## config.mk

```make
export PLATFORM = sky130hd
export DESIGN_NAME = lru_page_replacement_core
export DESIGN_NICKNAME = d
export VERILOG_FILES = /design/src/rtl/lru_pkg.sv /design/src/rtl/lru_ram.sv /design/src/rtl/lru_page_replacement_core.sv
export SDC_FILE = /design/constraint.sdc
export NUM_CORES = 1
export LEC_CHECK = 0
export ABC_AREA = 1
export BUFFER_PORTS_ARGS = -buffer_cell sky130_fd_sc_hd__buf_4
export CAP_MARGIN = 10
export CORE_AREA = 2 2 298 241
export CTS_CLUSTER_DIAMETER = 100
export CTS_CLUSTER_SIZE = 14
export DETAILED_ROUTE_END_ITERATION = 12
export DIE_AREA = 0 0 300 243
export SETUP_SLACK_MARGIN = 0.1
export SYNTH_ARGS = -nofsm -noshare
export SYNTH_HDL_FRONTEND = slang
export SYNTH_SLANG_ARGS = --single-unit
```

## constraint.sdc

```tcl
create_clock -name clk -period 5.7 [get_ports clk]
set_input_delay 0 -clock clk [delete_from_list [all_inputs] [get_ports clk]]
set_output_delay 0 -clock clk [all_outputs]
set_load 0.01 [all_outputs]
```

## src/rtl/lru_pkg.sv

```systemverilog
// ----------------------------------------------------------------------------
// lru_pkg : shared types and constants of the LRU page replacement core
// Request and response payloads, frame store geometry and counter limits.
// ----------------------------------------------------------------------------
package lru_pkg;

    // Built frame count and stored page width
    localparam int MAX_FRAMES = 8;
    localparam int PAGE_BITS  = 16;

    // Fixed widths of the request and response fields
    localparam int PAGE_NUMBER_W = 16;
    localparam int FRAME_INDEX_W = 3;
    localparam int COUNT_W       = 32;
    localparam int CFG_W         = 4;

    // Frame addressing: index into the store, and a count that can hold MAX_FRAMES
    localparam int IDX_W = (MAX_FRAMES > 1) ? $clog2(MAX_FRAMES) : 1;
    localparam int CNT_W = $clog2(MAX_FRAMES + 1);

    // One store entry: page number above last-use time
    localparam int ENTRY_W = PAGE_BITS + COUNT_W;

    localparam logic [COUNT_W-1:0] COUNT_MAX = {COUNT_W{1'b1}};

    // Frame count after reset: 8, or MAX_FRAMES if that is smaller
    localparam logic [CFG_W-1:0] CFG_RESET = CFG_W'((MAX_FRAMES < 8) ? MAX_FRAMES : 8);

    typedef struct packed {
        logic [PAGE_NUMBER_W-1:0] page_number;
        logic                     last_request;
    } lru_req_t;

    typedef struct packed {
        logic                     hit;
        logic [FRAME_INDEX_W-1:0] frame_index;
        logic                     evicted_valid;
        logic [PAGE_NUMBER_W-1:0] evicted_page;
        logic [COUNT_W-1:0]       fault_count;
    } lru_rsp_t;

endpackage

```

## src/rtl/lru_ram.sv

```systemverilog
// ----------------------------------------------------------------------------
// lru_ram : generic single-write, single-read synchronous RAM
// One write port and one read port; read data registered.
// ----------------------------------------------------------------------------
module lru_ram #(
    parameter int WIDTH = 8,
    parameter int DEPTH = 8
) (
    input  logic                                    clk,
    input  logic                                    we,
    input  logic [((DEPTH > 1) ? $clog2(DEPTH) : 1)-1:0] waddr,
    input  logic [WIDTH-1:0]                        wdata,
    input  logic                                    re,
    input  logic [((DEPTH > 1) ? $clog2(DEPTH) : 1)-1:0] raddr,
    output logic [WIDTH-1:0]                        rdata
);

    logic [WIDTH-1:0] mem_reg [DEPTH];
    logic [WIDTH-1:0] rdata_reg;

    always_ff @(posedge clk)
    begin
        if (we)
        begin
            mem_reg[waddr] <= wdata;
        end
        if (re)
        begin
            rdata_reg <= mem_reg[raddr];
        end
    end

    assign rdata = rdata_reg;

endmodule

```

## src/rtl/lru_page_replacement_core.sv

```systemverilog
// ----------------------------------------------------------------------------
// lru_page_replacement_core : LRU page replacement over a set of frames
// Fully associative frame store with last-use stamps, held in a RAM.
// ----------------------------------------------------------------------------
// Usage
//   Request channel: drive req and pulse start; the request is taken at a
//   rising edge with start high and busy low. busy stays high until the
//   response has been produced.
//   Response channel: rsp is valid for exactly the one cycle in which done is
//   high. The receiver cannot stall; it must take the response in that cycle.
//   Configuration: cfg_we with cfg_wdata writes frames_in_use (active frame
//   count, 0 acts as 1, above MAX_FRAMES acts as MAX_FRAMES). Write only while
//   busy is low and no response is pending.
//   Sequence: requests are handled one at a time: after the accept edge the
//   scan reads the active frames, the update state writes back, and done
//   rises after the update state; a new request may be given in the done
//   cycle. The scan is set by the single RAM read port: it reads one frame
//   per cycle and compares it in the next cycle, then the update state
//   writes the chosen frame back.
//   Reset: valid bits, request time, fault count and control are cleared at
//   once, the frame count returns to its reset value; the RAM needs no clear.
//   A request flagged last_request clears valid bits and counters after its
//   response.
// ----------------------------------------------------------------------------
module lru_page_replacement_core
    import lru_pkg::*;
(
    input  logic             clk,
    input  logic             rst_n,
    input  logic             start,
    input  lru_req_t         req,
    output logic             busy,
    output logic             done,
    output lru_rsp_t         rsp,
    input  logic             cfg_we,
    input  logic [CFG_W-1:0] cfg_wdata
);

    typedef enum logic [1:0] {
        S_IDLE,
        S_SCAN,
        S_UPDATE
    } state_t;

    state_t                 state_reg;
    logic [CFG_W-1:0]       frames_in_use_reg;
    logic [MAX_FRAMES-1:0]  valid_reg;
    logic [COUNT_W-1:0]     time_reg;
    logic [COUNT_W-1:0]     faults_reg;

    // Request held for the whole scan
    logic [PAGE_BITS-1:0]   page_reg;
    logic                   last_reg;
    logic [CNT_W-1:0]       n_reg;

    // Scan pipeline: read issue index and compare stage
    logic [CNT_W-1:0]       rd_idx_reg;
    logic                   cmp_vld_reg;
    logic [IDX_W-1:0]       cmp_idx_reg;

    // Scan results
    logic                   hit_found_reg;
    logic [IDX_W-1:0]       hit_idx_reg;
    logic                   empty_found_reg;
    logic [IDX_W-1:0]       empty_idx_reg;
    logic                   min_found_reg;
    logic [IDX_W-1:0]       min_idx_reg;
    logic [COUNT_W-1:0]     min_use_reg;
    logic [PAGE_BITS-1:0]   min_page_reg;

    logic                   done_reg;
    lru_rsp_t               rsp_reg;

    // RAM ports
    logic                   ram_we;
    logic [IDX_W-1:0]       ram_waddr;
    logic [ENTRY_W-1:0]     ram_wdata;
    logic                   ram_re;
    logic [ENTRY_W-1:0]     ram_rdata;

    logic [CNT_W-1:0]       n_next;
    logic                   issue;
    logic [PAGE_BITS-1:0]   rd_page;
    logic [COUNT_W-1:0]     rd_use;
    logic                   rd_valid;
    logic                   last_cmp;
    logic [IDX_W-1:0]       slot;
    logic                   evict;
    logic [COUNT_W-1:0]     faults_next;

    lru_ram #(
        .WIDTH (ENTRY_W),
        .DEPTH (MAX_FRAMES)
    ) u_store (
        .clk   (clk),
        .we    (ram_we),
        .waddr (ram_waddr),
        .wdata (ram_wdata),
        .re    (ram_re),
        .raddr (rd_idx_reg[IDX_W-1:0]),
        .rdata (ram_rdata)
    );

    // Clamp the configured frame count to 1 .. MAX_FRAMES
    always_comb
    begin
        if (frames_in_use_reg == '0)
        begin
            n_next = CNT_W'(1);
        end
        else if (7'(frames_in_use_reg) > 7'(MAX_FRAMES))
        begin
            n_next = CNT_W'(MAX_FRAMES);
        end
        else
        begin
            n_next = CNT_W'(frames_in_use_reg);
        end
    end

    // Issue one read per cycle while frames remain; data lands in the next cycle
    assign issue    = (state_reg == S_SCAN) && (rd_idx_reg < n_reg);
    assign ram_re   = issue;
    assign rd_page  = ram_rdata[ENTRY_W-1:COUNT_W];
    assign rd_use   = ram_rdata[COUNT_W-1:0];
    assign rd_valid = valid_reg[cmp_idx_reg];
    assign last_cmp = cmp_vld_reg && (CNT_W'(cmp_idx_reg) == n_reg - CNT_W'(1));

    // Pick the frame to take: the hit, else first empty, else the oldest
    assign evict = !hit_found_reg && !empty_found_reg;
    always_comb
    begin
        if (hit_found_reg)
        begin
            slot = hit_idx_reg;
        end
        else if (empty_found_reg)
        begin
            slot = empty_idx_reg;
        end
        else
        begin
            slot = min_idx_reg;
        end
    end

    assign faults_next = (!hit_found_reg && faults_reg != COUNT_MAX)
                         ? faults_reg + COUNT_W'(1) : faults_reg;

    // The write-back lands before the next request can issue a read,
    // so reads and writes of one entry never overlap
    assign ram_we    = (state_reg == S_UPDATE);
    assign ram_waddr = slot;
    assign ram_wdata = {page_reg, time_reg};

    always_ff @(posedge clk or negedge rst_n)
    begin
        if (!rst_n)
        begin
            state_reg         <= S_IDLE;
            frames_in_use_reg <= CFG_RESET;
            valid_reg         <= '0;
            time_reg          <= '0;
            faults_reg        <= '0;
            done_reg          <= 1'b0;
            cmp_vld_reg       <= 1'b0;
        end
        else
        begin
            // raise done in the cycle after the update state
            done_reg <= (state_reg == S_UPDATE);
            if (cfg_we)
            begin
                frames_in_use_reg <= cfg_wdata;
            end
            case (state_reg)
                S_IDLE:
                begin
                    if (start)
                    begin
                        page_reg        <= req.page_number[PAGE_BITS-1:0];
                        last_reg        <= req.last_request;
                        n_reg           <= n_next;
                        rd_idx_reg      <= '0;
                        cmp_vld_reg     <= 1'b0;
                        hit_found_reg   <= 1'b0;
                        empty_found_reg <= 1'b0;
                        min_found_reg   <= 1'b0;
                        state_reg       <= S_SCAN;
                    end
                end
                S_SCAN:
                begin
                    // advance the read pointer; no read is left once the last
                    // frame is in the compare stage
                    cmp_vld_reg <= issue;
                    cmp_idx_reg <= rd_idx_reg[IDX_W-1:0];
                    if (issue)
                    begin
                        rd_idx_reg <= rd_idx_reg + CNT_W'(1);
                    end
                    // compare the frame read last cycle; keep the first of each kind
                    if (cmp_vld_reg)
                    begin
                        if (rd_valid && rd_page == page_reg && !hit_found_reg)
                        begin
                            hit_found_reg <= 1'b1;
                            hit_idx_reg   <= cmp_idx_reg;
                        end
                        if (!rd_valid && !empty_found_reg)
                        begin
                            empty_found_reg <= 1'b1;
                            empty_idx_reg   <= cmp_idx_reg;
                        end
                        if (rd_valid && (!min_found_reg || rd_use < min_use_reg))
                        begin
                            min_found_reg <= 1'b1;
                            min_idx_reg   <= cmp_idx_reg;
                            min_use_reg   <= rd_use;
                            min_page_reg  <= rd_page;
                        end
                    end
                    if (last_cmp)
                    begin
                        state_reg <= S_UPDATE;
                    end
                end
                S_UPDATE:
                begin
                    rsp_reg.hit           <= hit_found_reg;
                    rsp_reg.frame_index   <= FRAME_INDEX_W'(slot);
                    rsp_reg.evicted_valid <= evict;
                    rsp_reg.evicted_page  <= evict ? PAGE_NUMBER_W'(min_page_reg) : '0;
                    rsp_reg.fault_count   <= faults_next;
                    state_reg             <= S_IDLE;
                    if (last_reg)
                    begin
                        // drop the whole store after the final request
                        valid_reg  <= '0;
                        time_reg   <= '0;
                        faults_reg <= '0;
                    end
                    else
                    begin
                        valid_reg[slot] <= 1'b1;
                        faults_reg      <= faults_next;
                        if (time_reg != COUNT_MAX)
                        begin
                            time_reg <= time_reg + COUNT_W'(1);
                        end
                    end
                end
                default:
                begin
                    state_reg <= S_IDLE;
                end
            endcase
        end
    end

    assign busy = (state_reg != S_IDLE);
    assign done = done_reg;
    assign rsp  = rsp_reg;

endmodule
```

# Word-level counts from Yosys, hierarchy flattened
# Memories as Yosys holds them, arrays and structs flattened. A register that Yosys moved wholly into a read port is not among the register bits.
# Index checks and enable logic that the tools add are counted.
# word_totals
reg_bits,221
latchBits,0
ramBits,384
rom_bits,0
input_bits,25
out_inout_bits,55
word_cells,115
mem_count,1
# op_classes
n_addsub,4
mul,0
div,0
order_cmp,6
eq_ne,13
n_shift,0
mux,31
bitwise_logic,1
reduce_logical,33
# mem_list
memory,words,width,rd,rd_clocked_by_memory_dff,write_ports,line_no,rtl
u_store.mem_reg,8,48,1,1,1,lru_ram.sv:18,logic [WIDTH-1:0] mem_reg [DEPTH];
# ops
cell,count
32-bit two-way mux,4
32-bit by 1-bit adder with 32-bit output (second input constant),2
32-bit inequality test (second input constant),2
32-bit < comparator,1
16-bit == test,1
4-bit AND reduction,4
5-bit AND reduction,3
4-bit two-way mux,3
1-bit two-way mux,11
2-bit AND reduction,5
1-bit logical AND,9
3-bit by 4-bit < comparator with 1-bit output (second input constant),2
8-bit two-way mux,1
2-bit inequality test (second input constant),4
8-bit OR,1
1-bit case mux with 2 select lines,4
4-bit case mux with 2 select lines,1
3-bit two-way mux,2
2-bit by 1-bit inequality test with 1-bit output (second input constant),3
2-bit nonzero test,3
4-bit by 1-bit adder with 4-bit output (second input constant),1
3-bit by 4-bit == test with 1-bit output,1
4-bit greater-than comparator (second input constant),1
1-bit logical NOT,4
14 further kinds,15

# Depth between registers and ports, before layout
# Gate-level depths: netlist of the first run.
# depth
depth_word,8
mapped_depth,15
mapped_depth_nobuf,15

# Hierarchy
# Synthesis of the first run repeated with hierarchy kept, for this count alone.
# hier_totals
cells_unflattened,2931
hier_area_um2,29289.3
# by_module_without_submodules
mod,n_inst,cells_per_inst,area_each_um2,seq_area_each_um2
lru_ram,1,1725,18151.2,12972.4
lru_page_replacement_core,1,1206,11138.2,6237.2

# Least setup slack after synthesis of the first run
# No wires, ideal clock.
# synth_path
path_type,reg2reg
from,"reg u_store.rdata_reg[5] (netlist: u_store.rdata[5]), read port of u_store.mem_reg"
to,"reg min_idx_reg[0], enable pin"
arrival_time_ns,3.423
required_time_ns,5.240
slack_ns,1.817
stages_incl_launch_ff,13
n_path_buf,0
period_less_slack_ns,3.883
path_cell_list,edfxtp_1 > ha_1 > a21oi_1 > nor2_1 > nor3_1 > nand2_1 > nand2_1 > nand2_1 > nand2_1 > nand2_1 > nand2_1 > nand2_1 > nor2_1
# synth_between
elab_chain_len,4
# synth_rtl
element,line_no,rtl
"start, declared",lru_ram.sv:19,logic [WIDTH-1:0] rdata_reg;
32-bit < comparator,lru_page_replacement_core.sv:215,if (rd_valid && (!min_found_reg || rd_use < min_use_reg))
1-bit logical OR,lru_page_replacement_core.sv:215,
1-bit logical AND,lru_page_replacement_core.sv:215,
4-bit AND reduction (no line),--,
"end signal, assigned",lru_page_replacement_core.sv:218,min_idx_reg <= cmp_idx_reg;
"end, declared",lru_page_replacement_core.sv:67,logic [IDX_W-1:0] min_idx_reg;
# Every way passes these cells.
# A chain may end at the register's enable or synchronous reset.

# Worst setup path after layout of the first run
# layout_path
from,reg hit_found_reg
to,"mem u_store.mem_reg[2][19] (netlist name), enable pin"
# layout_between
elab_chain_len,1
# layout_rtl
element,line_no,rtl
"start, declared",lru_page_replacement_core.sv:62,logic hit_found_reg;
"start signal, assigned",lru_page_replacement_core.sv:186,hit_found_reg <= 1'b0;
"start signal, assigned",lru_page_replacement_core.sv:207,hit_found_reg <= 1'b1;
3-bit two-way mux,lru_page_replacement_core.sv:133,if (hit_found_reg)
named net ram_waddr[1],lru_page_replacement_core.sv:76,logic [IDX_W-1:0] ram_waddr;
"end, declared",lru_ram.sv:18,
# The timed path passes the listed nets, and every way through them passes these cells.

==> results.yml, run 1 <==
yosys:
  synth-simple-area-share: 0.129
  synth_compound_area_frac: 0.0882
  ys_types: 45
  synth_xor_area_frac: 0.0142
  syn_area_sq_um: 27100
  muxShareOfSynthArea: 0.00268
  ys_seq_elements: 653
  synthAdderAreaFrac: 0.0176
  yosysSeqAreaShare: 0.709
  synth_top_family_by_area: "simple AND/OR/NAND/NOR gates"
  async_reset_ff_frac: 0.123
  ys.flop_type: "edfxtp_1"
  netlist_instances: 2281
  syn_area_per_cell_sq_um: 11.9
  synth_nets: 2344
  synth_edf_count: 573
  yosys_warnings: 0
floorplanning:
  die_area_sq_um: 72900
  core_area_sq_um: 69900
  die_w_microns: 300
  dieHeight_microns: 243
  io_pins: 80
  initial_utilization: 0.388
  rows: 87
global_route:
  grt_max_degree: 195
  grt_pass1_vias: 17200
  grt_pass1_wl_microns: 99600
  grt-ovfl-total: 0
  use_met3: 0.0250
  gr-usage-met1: 0.263
  antenna_found_initial: 1
  track_usage: 0.174
  use_met2: 0.265
  grt_busiest_layer: "met2"
routing:
  firstDrtPassIters: 8
  drc: 0
  dr_total_vias: 17500
  drt_iter0_drc: 1662
  vias_per_cell: 5.23
  drtAntennaViolNets: 0
  wl_per_cell_microns: 18.9
  wirelength_microns: 63500
worst_setup_path:
  timing.rr.end: "u_store.mem_reg[2][19]"
  cp.arrival_ns: 3.52
  ff2ff_path_depth: 7
  worstReg2RegStart: "hit_found_reg"
  path_class: "reg2reg"
  startpoint_type: "flip-flop"
  cp-end-kind: "flip-flop"
  regToRegSetupSlack_ns: 2.46
  crit_fanout: 33
  crit_required_ns: 5.98
power:
  p_int_mw: 8.22
  pwr-share-seq: 0.504
  combPwrFrac: 0.209
  clkPwrFrac: 0.287
  leakagePower_nw: 10.4
  peakVddDrop_mv: 0.216
  power.density_nw_per_um2: 388
  switching_share: 0.309
  p_switching_mw: 3.67
  finalPower_mw: 11.9
cells_and_area:
  areaGrowthSynthToFinish_pct: 13.1
  layout-drive-gt1-share: 0.0967
  instances_no_fill: 3353
  final_common_cell: "edfxtp_1"
  largest_register_ff_count: 384
  layout_common_cells: "edfxtp_1 (573), nor2_1 (466), o21ai_0 (232)"
  nFillCells: 6416
  nets: 2439
  diodes: 0
cts:
  clk_latency_ns: 0.64
  clkTransAtPathRegs_ns: 0.07
  root_buffer: "clkbuf_16"
  cts_resized: 0
  clock_sinks: 653
  htreeDepth: 2
  post-cts-setup-buffers: 0
  cts_tree: "yes"
  cts_buffers: 52
  cts_buffer_depth: 3
sta:
  slew_viol_final: 0
  fin_crit_ns: 3.24
  tns_ns: 0
  slew_headroom: 0.234
  max_freq_mhz: 309
  clock_skew_ns: 0.0495
  hold_ws_ns: 0.0805
  finalCritPeriodShare: 0.568
  hold_violations: 0
  setup_viol: 0
  worst_pin_slew_ns: 1.15
  rsz0062_at_grt: "false"
placement:
  dpl.cell_count: 3225
  io_buffers: 79
  dp_hpwl_microns: 37900
  gp_congestion: 0.858
min_path:
  hold_class: "in2reg"
  whs_path_depth: 2
  min_to: "page_reg[11]"
  min_from: "req[12]"
outcome:
  status: "completed"
job:
  cap_violations: 0
-- stage by stage --
step	instance area, sq um	setup WS [ns]	utilization
2_1_floorplan	27100	1.82	-
3_3_place_gp	28800	1.92	0.411
3_5_place_dp	28800	2.45	0.412
4_1_cts	30600	2.41	0.438
5_1_grt	30600	2.15	0.438
6_report	30600	2.46	0.438
-- final cells by class --
| cell class | count | area, sq um | share of cell area |
|---|---|---|---|
| clock buffers | 93 | 1460 | 0.0475 |
| clock inverters | 4 | 72.6 | 0.00237 |
| inverters | 172 | 648 | 0.0212 |
| multi-input cells | 1359 | 6910 | 0.225 |
| flip-flops and latches | 653 | 19200 | 0.627 |
| well taps | 934 | 1170 | 0.0382 |
| repair buffers | 138 | 1170 | 0.0382 |
-- synth_stat cells (3+ instances only) --
cell type	count	share of area
nor3_1	36	0.0067
inv_2	8	0.0011
a21oi_2	11	0.0036
a31oi_1	48	0.011
o22ai_1	63	0.015
a21oi_1	32	0.0059
xnor2_1	9	0.0029
clkbuf_1	67	0.0093
o21ai_0	232	0.043
nor4_1	4	0.00092
or2_2	6	0.0014
nand3b_1	3	0.00083
nand2_2	5	0.0012
nor3b_2	5	0.0023
o21ai_1	25	0.0046
nor3_2	6	0.0022
and2_1	3	0.00069
xor2_1	33	0.011
o21a_1	3	0.00083
nand2_1	221	0.031
nor2_2	7	0.0016
inv_1	162	0.022
buf_1	4	0.00055
edfxtp_1	573	0.64
nand4_1	26	0.0060
nor2_1	479	0.066
dfrtp_1	79	0.073
o31ai_1	5	0.0014
buf_2	22	0.0041
o211ai_1	9	0.0025
ha_1	38	0.018
nand3_1	33	0.0061
mux2i_1	5	0.0018
-- worst max-delay path, cell delays in order (launching register included) --
cell,delay (ns)
edfxtp_1,0.57
inv_1,0.21
o21ai_0,0.42
inv_1,0.13
nor2_1,0.11
inv_1,0.11
nor2_4,0.87
buf_4,0.44
-- metal layers --
metal	wire length, microns	vias up
li1	-	8201
met1	30200	8703
met2	28000	575
met3	4390	61
met4	878	0
met5	0	-
-- cells by family (layout without fill, tap and decap cells) --
group,after synthesis,after routing
simple gates,840,840
flops,653,653
compound gates,431,431
buf+inv,269,407
xor+xnor,43,43
fa+ha+maj,38,38
mux,7,7
-- worst max path at each step --
stage / startpoint / end / slack [ns] / depth (start not counted)
6_report: hit_found_reg / u_store.mem_reg[2][19] / 2.46 / 7
2_1_floorplan: u_store.rdata[5] / min_idx_reg[0] / 1.82 / 12
3_3_place_gp: state_reg[1] / u_store.mem_reg[0][25] / 1.92 / 7
4_1_cts: hit_found_reg / u_store.mem_reg[0][19] / 2.41 / 7
5_1_grt: state_reg[0] / min_use_reg[28] / 2.15 / 7
3_5_place_dp: state_reg[0] / min_use_reg[0] / 2.45 / 7
-- power by group through the flow --
stage	registers, mW	logic [mW]	clock network [mW]
after floorplan	6.00	1.72	0
after global placement	6.08	2.41	0
after detailed placement	6.10	2.47	0
after CTS	5.99	2.49	3.49
after global routing	6.04	2.81	3.66
final	5.99	2.48	3.41
-- timing repair --
action,CTS,global route
endpoints found under the hold margin,74,0
hold buffers,31,0
endpoints found under the setup margin,0,0
(Power assumes the default switching activity.)
==> run 2, diff against run 1 <==
- clock period: 5.7 -> 2.65 ns (I/O delays scaled with it)
==> results.yml, run 2 (same netlist as run 1, synthesis figures left out) <==
outcome:
  status: "completed"
sta:
  finalCritPeriodShare: 0.912
  rsz0062_at_grt: "false"
  slew_viol_final: 0
  fin_crit_ns: 2.42
  slew_headroom: 0.559
  clock_skew_ns: 0.0481
  tns_ns: 0
  hold_ws_ns: 0.0635
  max_freq_mhz: 414
  setup_viol: 0
  worst_pin_slew_ns: 0.660
  hold_violations: 0
routing:
  wirelength_microns: 64600
  dr_total_vias: 17500
  drtAntennaViolNets: 0
  drt_iter0_drc: 1537
  wl_per_cell_microns: 19.1
  drc: 0
  vias_per_cell: 5.16
  firstDrtPassIters: 5
cells_and_area:
  nFillCells: 6323
  nets: 2486
  seqCellArea_sq_um: 19200
  layout-drive-gt1-share: 0.117
  largest_register_ff_count: 384
  layout_common_cells: "edfxtp_1 (573), nor2_1 (466), o21ai_0 (232)"
  post-route-util: 0.446
  areaGrowthSynthToFinish_pct: 15.1
  final_area_sq_um: 31200
  diodes: 0
  final_common_cell: "edfxtp_1"
  multi_input_area_sq_um: 6910
cts:
  clock_sinks: 653
  post-cts-setup-buffers: 0
  clk_latency_ns: 0.63
  htreeDepth: 2
  clkTransAtPathRegs_ns: 0.07
  cts_buffers: 52
  cts_tree: "yes"
  cts_buffer_depth: 3
  root_buffer: "clkbuf_16"
power:
  peakVddDrop_mv: 0.663
  power.density_nw_per_um2: 832
  finalPower_mw: 25.9
  leakagePower_nw: 10.6
worst_setup_path:
  path_class: "reg2reg"
  startpoint_type: "flip-flop"
  cp-end-kind: "flip-flop"
  ff2ff_path_depth: 9
  crit_required_ns: 3.17
  crit_fanout: 23
  cp.arrival_ns: 2.94
placement:
  place_area_sq_um: 29400
  gp_congestion: 0.919
  io_buffers: 79
  dp_hpwl_microns: 39900
floorplanning:
  die_w_microns: 300
  core_area_sq_um: 69900
  rows: 87
  die_area_sq_um: 72900
  io_pins: 80
  initial_utilization: 0.388
  dieHeight_microns: 243
global_route:
  grt-ovfl-total: 0
  grt_pass1_vias: 17200
  grt_max_degree: 78
  grt_pass1_wl_microns: 101000
  track_usage: 0.177
  antenna_found_initial: 0
min_path:
  hold_class: "in2async"
job:
  cap_violations: 0
==> run 2: changes by cell type in the layout (fill, tap and decap cells not counted), sizes merged <==
cell,delta
clkbuf,-13
dlygate4sd3,-1
buf,+48
==> run 2: area by class of cell <==
type                       count  share of cell area
sequential                   653               0.617
multi-input combinational   1359               0.222
timing repair buffer         185              0.0561
clock buffer                  80              0.0451
tap                          934              0.0375
inverter                     172              0.0208
clock inverter                 4             0.00233
==> run 2: where the power goes <==
part	switching, mW	internal, mW
Combinational	3.90	1.93
Sequential	0.549	12.3
Clock	3.55	3.66
==> run 2: what timing repair did <==
| action | 4_1_cts | 5_1_grt |
|---|---|---|
| hold endpoints to repair | 109 | 0 |
| hold buffers | 29 | 0 |
| setup endpoints to repair | 0 | 1 |
| resized for setup | 0 | 4 |
==> run 2: through the flow <==
| stage | std cells | setup WS (ns) |
|---|---|---|
| after floorplan | 2281 | -0.138 |
| after global placement | 3274 | 0.381 |
| after detailed placement | 3274 | 0.317 |
| after CTS | 3387 | 0.266 |
| after global routing | 3387 | 0.107 |
| final | 3387 | 0.234 |
==> run 2: path summary, 6_finish.rpt <==
path	from	endpoint	slack [ns]
min in group clk	req[12]	page_reg[11]	0.09
worst min-delay path	rst_n	faults_reg[11]	0.06
worst min register to register	u_store.rdata[14]	min_use_reg[14]	0.43
worst max-delay path	time_reg[7]	time_reg[21]	0.23
max in group asynchronous	rst_n	time_reg[5]	2.03
worst max register to register	time_reg[7]	time_reg[21]	0.23
==> run 2: worst max-delay path, cell delays in order, from the launching register on <==
cell and delay, ns:
dfrtp_1 0.56, inv_1 0.15, nor3_2 0.30, nand2_1 0.17, nor2_2 0.17, nand3_1 0.11
nand2_2 0.28, inv_2 0.25, and3_1 0.26, nor3_2 0.11
==> run 2: layer usage <==
| layer | wire (microns) | track usage |
|---|---|---|
| met3 | 3880 | 0.0235 |
| met5 | 0 | 0 |
| met4 | 862 | 0.0349 |
| met2 | 29500 | 0.279 |
| met1 | 30300 | 0.262 |
